[src/rtl/core/assert_macros.svh]
// ----------------------------------------------------------------------------
// assertion macros, included by ple_ctrl
// ----------------------------------------------------------------------------
`ifndef ASSERT_MACROS_SVH
`define ASSERT_MACROS_SVH
`ifndef SYNTHESIS
`define ASSERT_CLK(lbl, clk, rst_n, prop, msg) \
    lbl: assert property (@(posedge clk) disable iff (!rst_n) prop) else $error(msg);
`define ASSERT_NEVER(lbl, clk, rst_n, expr, msg) \
    lbl: assert property (@(posedge clk) disable iff (!rst_n) !(expr)) else $error(msg);
`else
`define ASSERT_CLK(lbl, clk, rst_n, prop, msg)
`define ASSERT_NEVER(lbl, clk, rst_n, expr, msg)
`endif
`endif

[src/rtl/core/ple_pkg.sv]
// ----------------------------------------------------------------------------
// ple_pkg
// opcodes, status codes, micro-op codes and controller/datapath structs
// ----------------------------------------------------------------------------
package ple_pkg;

    typedef logic [3:0] t_opcode;
    localparam t_opcode OP_INS_START = 4'd0;
    localparam t_opcode OP_INS_END   = 4'd1;
    localparam t_opcode OP_INS_POS   = 4'd2;
    localparam t_opcode OP_DEL_POS   = 4'd3;
    localparam t_opcode OP_DEL_VALUE = 4'd4;
    localparam t_opcode OP_UPDATE    = 4'd5;
    localparam t_opcode OP_SEARCH    = 4'd6;
    localparam t_opcode OP_ROTATE    = 4'd7;
    localparam t_opcode OP_GET       = 4'd8;

    typedef logic [1:0] t_status;
    localparam t_status ST_OK      = 2'd0;
    localparam t_status ST_RANGE   = 2'd1;
    localparam t_status ST_FULL    = 2'd2;
    localparam t_status ST_NOMATCH = 2'd3;

    typedef logic [4:0] t_uop;
    localparam t_uop UOP_NONE        = 5'd0;
    localparam t_uop UOP_LOAD        = 5'd1;
    localparam t_uop UOP_SET_RANGE   = 5'd2;
    localparam t_uop UOP_SET_FULL    = 5'd3;
    localparam t_uop UOP_SET_NOMATCH = 5'd4;
    localparam t_uop UOP_INS_PRIME   = 5'd5;
    localparam t_uop UOP_DEL_PRIME   = 5'd6;
    localparam t_uop UOP_SHIFT       = 5'd7;
    localparam t_uop UOP_INS_PUT     = 5'd8;
    localparam t_uop UOP_DROP        = 5'd9;
    localparam t_uop UOP_SCAN_INIT   = 5'd10;
    localparam t_uop UOP_SCAN        = 5'd11;
    localparam t_uop UOP_PUT_UPD     = 5'd12;
    localparam t_uop UOP_DIV_INIT    = 5'd13;
    localparam t_uop UOP_DIV         = 5'd14;
    localparam t_uop UOP_REV_INIT    = 5'd15;
    localparam t_uop UOP_REV_NEXT    = 5'd16;
    localparam t_uop UOP_SWP_A       = 5'd17;
    localparam t_uop UOP_SWP_B       = 5'd18;
    localparam t_uop UOP_SWP_C       = 5'd19;
    localparam t_uop UOP_SWP_D       = 5'd20;
    localparam t_uop UOP_GET_RD      = 5'd21;
    localparam t_uop UOP_GET_CAP     = 5'd22;
    localparam t_uop UOP_EMIT        = 5'd23;

    typedef struct packed {
        t_uop uop;
    } t_dp_cmd;

    typedef struct packed {
        t_opcode op;
        logic    ins_range;
        logic    full;
        logic    ins_shift;
        logic    pos_range;
        logic    cnt_zero;
        logic    n_zero;
        logic    del_noshift;
        logic    shift_last;
        logic    shift_down;
        logic    scan_hit;
        logic    scan_miss;
        logic    div_done;
        logic    k_zero;
        logic    rev_more;
        logic    rev_last;
        logic    out_free;
    } t_dp_stat;

endpackage

[src/rtl/core/ple_ctrl.sv]
// ----------------------------------------------------------------------------
// ple_ctrl
// sequencer: decodes a command word and steps the datapath through it
// ----------------------------------------------------------------------------
`include "assert_macros.svh"

module ple_ctrl (
    input  logic               i_clk,
    input  logic               i_rst_n,
    input  logic               i_in_valid,
    output logic               o_in_ready,
    input  ple_pkg::t_dp_stat  i_stat,
    output ple_pkg::t_dp_cmd   o_cmd
);
    import ple_pkg::*;

    localparam logic [3:0] S_IDLE   = 4'd0;
    localparam logic [3:0] S_DECODE = 4'd1;
    localparam logic [3:0] S_DPRIME = 4'd2;
    localparam logic [3:0] S_SHIFT  = 4'd3;
    localparam logic [3:0] S_PUT    = 4'd4;
    localparam logic [3:0] S_DROP   = 4'd5;
    localparam logic [3:0] S_SCAN   = 4'd6;
    localparam logic [3:0] S_DIV    = 4'd7;
    localparam logic [3:0] S_KCHK   = 4'd8;
    localparam logic [3:0] S_RA     = 4'd9;
    localparam logic [3:0] S_RB     = 4'd10;
    localparam logic [3:0] S_RC     = 4'd11;
    localparam logic [3:0] S_RD     = 4'd12;
    localparam logic [3:0] S_GET    = 4'd13;
    localparam logic [3:0] S_FINISH = 4'd14;

    logic [3:0] r_state;
    logic [3:0] n_state;
    t_uop       w_uop;

    always_comb begin
        n_state = r_state;
        w_uop   = UOP_NONE;
        unique case (r_state)
            S_IDLE: begin
                if (i_in_valid) begin
                    w_uop   = UOP_LOAD;
                    n_state = S_DECODE;
                end
            end
            S_DECODE: begin
                n_state = S_FINISH;
                unique case (i_stat.op) inside
                    OP_INS_START, OP_INS_END, OP_INS_POS: begin
                        if (i_stat.ins_range) begin
                            w_uop = UOP_SET_RANGE;
                        end else if (i_stat.full) begin
                            w_uop = UOP_SET_FULL;
                        end else if (i_stat.ins_shift) begin
                            w_uop   = UOP_INS_PRIME;
                            n_state = S_SHIFT;
                        end else begin
                            n_state = S_PUT;
                        end
                    end
                    OP_DEL_POS: begin
                        if (i_stat.pos_range) begin
                            w_uop = UOP_SET_RANGE;
                        end else begin
                            n_state = S_DPRIME;
                        end
                    end
                    OP_DEL_VALUE, OP_SEARCH: begin
                        if (i_stat.cnt_zero) begin
                            if (i_stat.op == OP_DEL_VALUE) w_uop = UOP_SET_NOMATCH;
                        end else begin
                            w_uop   = UOP_SCAN_INIT;
                            n_state = S_SCAN;
                        end
                    end
                    OP_UPDATE: begin
                        w_uop = i_stat.pos_range ? UOP_SET_RANGE : UOP_PUT_UPD;
                    end
                    OP_ROTATE: begin
                        if (!i_stat.cnt_zero && !i_stat.n_zero) begin
                            w_uop   = UOP_DIV_INIT;
                            n_state = S_DIV;
                        end
                    end
                    OP_GET: begin
                        if (i_stat.pos_range) begin
                            w_uop = UOP_SET_RANGE;
                        end else begin
                            w_uop   = UOP_GET_RD;
                            n_state = S_GET;
                        end
                    end
                    default: n_state = S_FINISH;
                endcase
            end
            S_DPRIME: begin
                w_uop   = UOP_DEL_PRIME;
                n_state = i_stat.del_noshift ? S_DROP : S_SHIFT;
            end
            S_SHIFT: begin
                w_uop = UOP_SHIFT;
                if (i_stat.shift_last) n_state = i_stat.shift_down ? S_PUT : S_DROP;
            end
            S_PUT: begin
                w_uop   = UOP_INS_PUT;
                n_state = S_FINISH;
            end
            S_DROP: begin
                w_uop   = UOP_DROP;
                n_state = S_FINISH;
            end
            S_SCAN: begin
                w_uop = UOP_SCAN;
                if (i_stat.scan_hit) begin
                    n_state = (i_stat.op == OP_DEL_VALUE) ? S_DPRIME : S_FINISH;
                end else if (i_stat.scan_miss) begin
                    n_state = S_FINISH;
                end
            end
            S_DIV: begin
                w_uop = UOP_DIV;
                if (i_stat.div_done) n_state = S_KCHK;
            end
            S_KCHK: begin
                if (i_stat.k_zero) begin
                    n_state = S_FINISH;
                end else begin
                    w_uop   = UOP_REV_INIT;
                    n_state = S_RA;
                end
            end
            S_RA: begin
                // three reversals: head part, tail part, whole list
                if (i_stat.rev_more) begin
                    w_uop   = UOP_SWP_A;
                    n_state = S_RB;
                end else if (i_stat.rev_last) begin
                    n_state = S_FINISH;
                end else begin
                    w_uop = UOP_REV_NEXT;
                end
            end
            S_RB: begin
                w_uop   = UOP_SWP_B;
                n_state = S_RC;
            end
            S_RC: begin
                w_uop   = UOP_SWP_C;
                n_state = S_RD;
            end
            S_RD: begin
                w_uop   = UOP_SWP_D;
                n_state = S_RA;
            end
            S_GET: begin
                w_uop   = UOP_GET_CAP;
                n_state = S_FINISH;
            end
            S_FINISH: begin
                if (i_stat.out_free) begin
                    w_uop   = UOP_EMIT;
                    n_state = S_IDLE;
                end
            end
            default: n_state = S_IDLE;
        endcase
    end

    always_ff @(posedge i_clk) begin
        if (!i_rst_n) begin
            r_state <= S_IDLE;
        end else begin
            r_state <= n_state;
        end
    end

    assign o_in_ready = (r_state == S_IDLE);
    assign o_cmd.uop  = w_uop;

    `ASSERT_CLK(a_accept_decode, i_clk, i_rst_n, (i_in_valid && o_in_ready) |=> (r_state == S_DECODE), "accepted word not decoded")
    `ASSERT_NEVER(a_emit_free, i_clk, i_rst_n, (o_cmd.uop == UOP_EMIT) && !i_stat.out_free, "result emitted over a pending word")
    `ASSERT_CLK(a_shift_stays, i_clk, i_rst_n, (r_state == S_SHIFT && !i_stat.shift_last) |=> (r_state == S_SHIFT), "shift left early")

endmodule

[config.mk]
export PLATFORM = sky130hd
export DESIGN_NAME = ple_ctrl
export DESIGN_NICKNAME = d
export VERILOG_FILES = /design/src/rtl/core/ple_pkg.sv /design/src/rtl/core/ple_ctrl.sv
export VERILOG_INCLUDE_DIRS = /design/src /design/src/rtl/core
export SDC_FILE = /design/constraint.sdc
export NUM_CORES = 1
export LEC_CHECK = 0
export BUFFER_PORTS_ARGS = -buffer_cell sky130_fd_sc_hd__buf_4
export CORE_MARGIN = 3
export CORE_UTILIZATION = 40
export DETAILED_ROUTE_END_ITERATION = 8
export GPL_TIMING_DRIVEN = 0
export PLACE_DENSITY = 0.7
export SYNTH_ARGS = -nofsm -noshare
export SYNTH_HDL_FRONTEND = slang
export SYNTH_SLANG_ARGS = --single-unit
export TNS_END_PERCENT = 5
[constraint.sdc]
create_clock -name i_clk -period 4.4 [get_ports i_clk]
set_input_delay 0 -clock i_clk [delete_from_list [all_inputs] [get_ports i_clk]]
set_output_delay 0 -clock i_clk [all_outputs]
set_load 0.05 [all_outputs]
==> run metrics <==
syn_area_per_cell 6.79 µm²; setup bufs post-CTS 0; total track usage 19.3%; Synth async-reset ratio 0%; Clock Latency Late Sink 0.25 ns; CORE AREA 2020 µm²; Max-Cap Viols 0; FF-to-FF setup slack 2.72 ns; antenna cell count 0; area of the mapped netlist 883 µm²; area of the multi-input gates 719 µm²; die area 2810 µm²; number of global-route vias before repair 973; CTS Root Buffer Type clkbuf_4; post-synthesis sequential area ratio 9.07%; pin count of the biggest net entering global routing 11; DR vias 1128; CTS sink count 4; CTS tree done; drt first pass iters 4; largest cells by area after synthesis dfxtp_1 9.1%, a21oi_1 6.8%, o21ai_0 6.2%; Pins Over Slew Limit 0; setup violators final 0; Biggest register r_state; initial antenna violation count 0; Worst Hold Path Cells 3; leading area contributor after synthesis dfxtp_1; top-count cell post-synth a21oi_1; post-synthesis cell type count 51; I/O pins 29; HP Start i_rst_n; final number of hold-violating endpoints 0; CTS Buf Count 3; hold buffers post-CTS 0; Fmax 504 MHz; met1 Use GR 27.1%; Post-DP HPWL 2.02 mm; first-pass GRT wire length 4.22 mm; Hold Worst Slack 0.0814 ns; Worst R2R Start r_state[0]; PostCTS Resize Cnt 0; worst vdd ir 479 µV; crit path DAT 1.99 ns; Initial DRC Count 60; Compound-Gate Fraction of Synth Area 47.9%; max_slew headroom 64.6%; pre-CTS setup slack 2.69 ns; clk_skew 0.00889 ns; Synth Flop Type dfxtp_1; clock slew at the register clock pins of the worst setup and hold paths 0.04 ns; Fin Setup TNS 0 ns; worst reg2reg path depth 5; RSZ-0062 raised after global routing false; leak pwr 0.445 nW; Synth Area in Adders 0%; Bufs on Longest Clock Path 2; Req. time, crit path 4.40 ns; global-route met3 utilization 2.25%; CTS H-tree depth 1; Critical Path Sink Type output port; min cycle time layout 1.99 ns; Final GP Congestion 0.889; Yosys reg bits 4; multiplexer share of the synthesized area 0%; Hold EP r_state[2]; Post-Synth Simple-Gate Area 33.6%; final net count 185; largest family of logic cells by synthesized area compound AO/OA/AOI/OAI gates; Routed Antenna Nets 0; Hold Path Class in2reg; post-DR wirelength/cell 14.0 µm; Storage cell area 80.1 µm²; Pwr Density 685 nW/µm²; top post-synthesis cells by count 12 x a21oi_1, 11 x o21ai_0, 10 x nor2_1; via/cell ratio 6.03; met2 Use GR 30.6%; GRT Max-Usage Layer met2; Syn-to-layout area delta 29.3%; outcome completed; XOR/XNOR Fraction of Synth Area 0%; Synth Instances 130; Largest regs r_state: 4 flops; Setup crit start kind flip-flop; Routed WL 2.62 mm; Crit Path Max Fanout 10; Finished Core Util 56.5%; Largest register FFs 4; Chip Width 53.0 µm; starting density of the core 43.7%; # fillers 204; area share of the largest cell type after synthesis 9.07%; Ys Warns 0; GRT Residual Overflow 0; Post-synth EDFFs 0; Die H 53.0 µm; Synthesized Nets 153; setup slack after layout 2.41 ns; I/O Buffers 27; period utilization 45.1%; share of layout cells above drive strength 1 29.4%; Worst-Margin Slew 0.517 ns; Crit Path Class reg2out; row count 16; Crit Reg-Reg Endpoint r_state[1]; Remaining DRCs 0
-- report_power, final --
part	switching (W)	internal [W]
registers	0.0000160	0.0000546
clock network	0.0000178	0.0000307
logic	0.000423	0.000240
total	0.000457	0.000326
-- kinds of logic after synthesis --
group,after synthesis
compound gates,58
buf+inv,17
flops,4
simple gates,51
-- area by class of cell --
class	instances	share of cell area, %
buffer	12	5.70
clock buffer	3	1.97
inverter	5	1.64
multi-input combinational	109	63.0
sequential	4	7.01
tap	27	2.96
timing repair buffer	27	17.7
-- layer usage --
layer | wire length [µm] | vias up
met5 | 0 | -
met4 | 44 | 0
met3 | 241 | 4
met2 | 1170 | 58
met1 | 1170 | 504
li1 | - | 562
-- placed cells by master (no fill, tap or decap), drive strengths merged, types with 2 or more instances in the layout --
cell type / n
o22ai: 6
clkbuf: 5
a21oi: 12
a311oi: 2
o211ai: 3
nand2b: 7
or3: 3
a211oi: 3
nor2: 11
o2bb2ai: 4
nor2b: 4
nor3b: 4
o221ai: 2
inv: 5
o21ai: 12
and3: 2
or3b: 2
nand2: 8
a31oi: 3
a2111oi: 2
dfxtp: 4
nor3: 2
buf: 37
-- worst max-delay path, stage by stage, from the launching register on --
cell,delay (ns)
dfxtp_1,0.32
buf_6,0.13
or3b_1,0.41
nor2_2,0.22
nand2_1,0.15
a21oi_1,0.20
a211o_1,0.12
buf_4,0.19
-- metrics by stage --
stage / instances / instance area (µm²) / power (W)
after floorplan: 130 / 883 / 0.000568
after global placement: 184 / 1120 / 0.000729
after detailed placement: 184 / 1120 / 0.000731
after CTS: 187 / 1140 / 0.000783
after global routing: 187 / 1140 / 0.000845
final: 187 / 1140 / 0.000783
-- worst max path at each step --
| stage | start | end | slack, ns | depth (start not counted) |
|---|---|---|---|---|
| floorplan | r_state[1] | o_in_ready | 2.17 | 3 |
| global placement | r_state[0] | o_cmd[0] | 2.70 | 7 |
| detailed placement | r_state[0] | o_cmd[0] | 2.69 | 7 |
| CTS | r_state[0] | o_cmd[0] | 2.42 | 7 |
| global route | r_state[0] | o_cmd[0] | 2.28 | 7 |
| finish | r_state[0] | o_cmd[0] | 2.41 | 7 |
No activity file was read; power rests on OpenSTA's default activity.
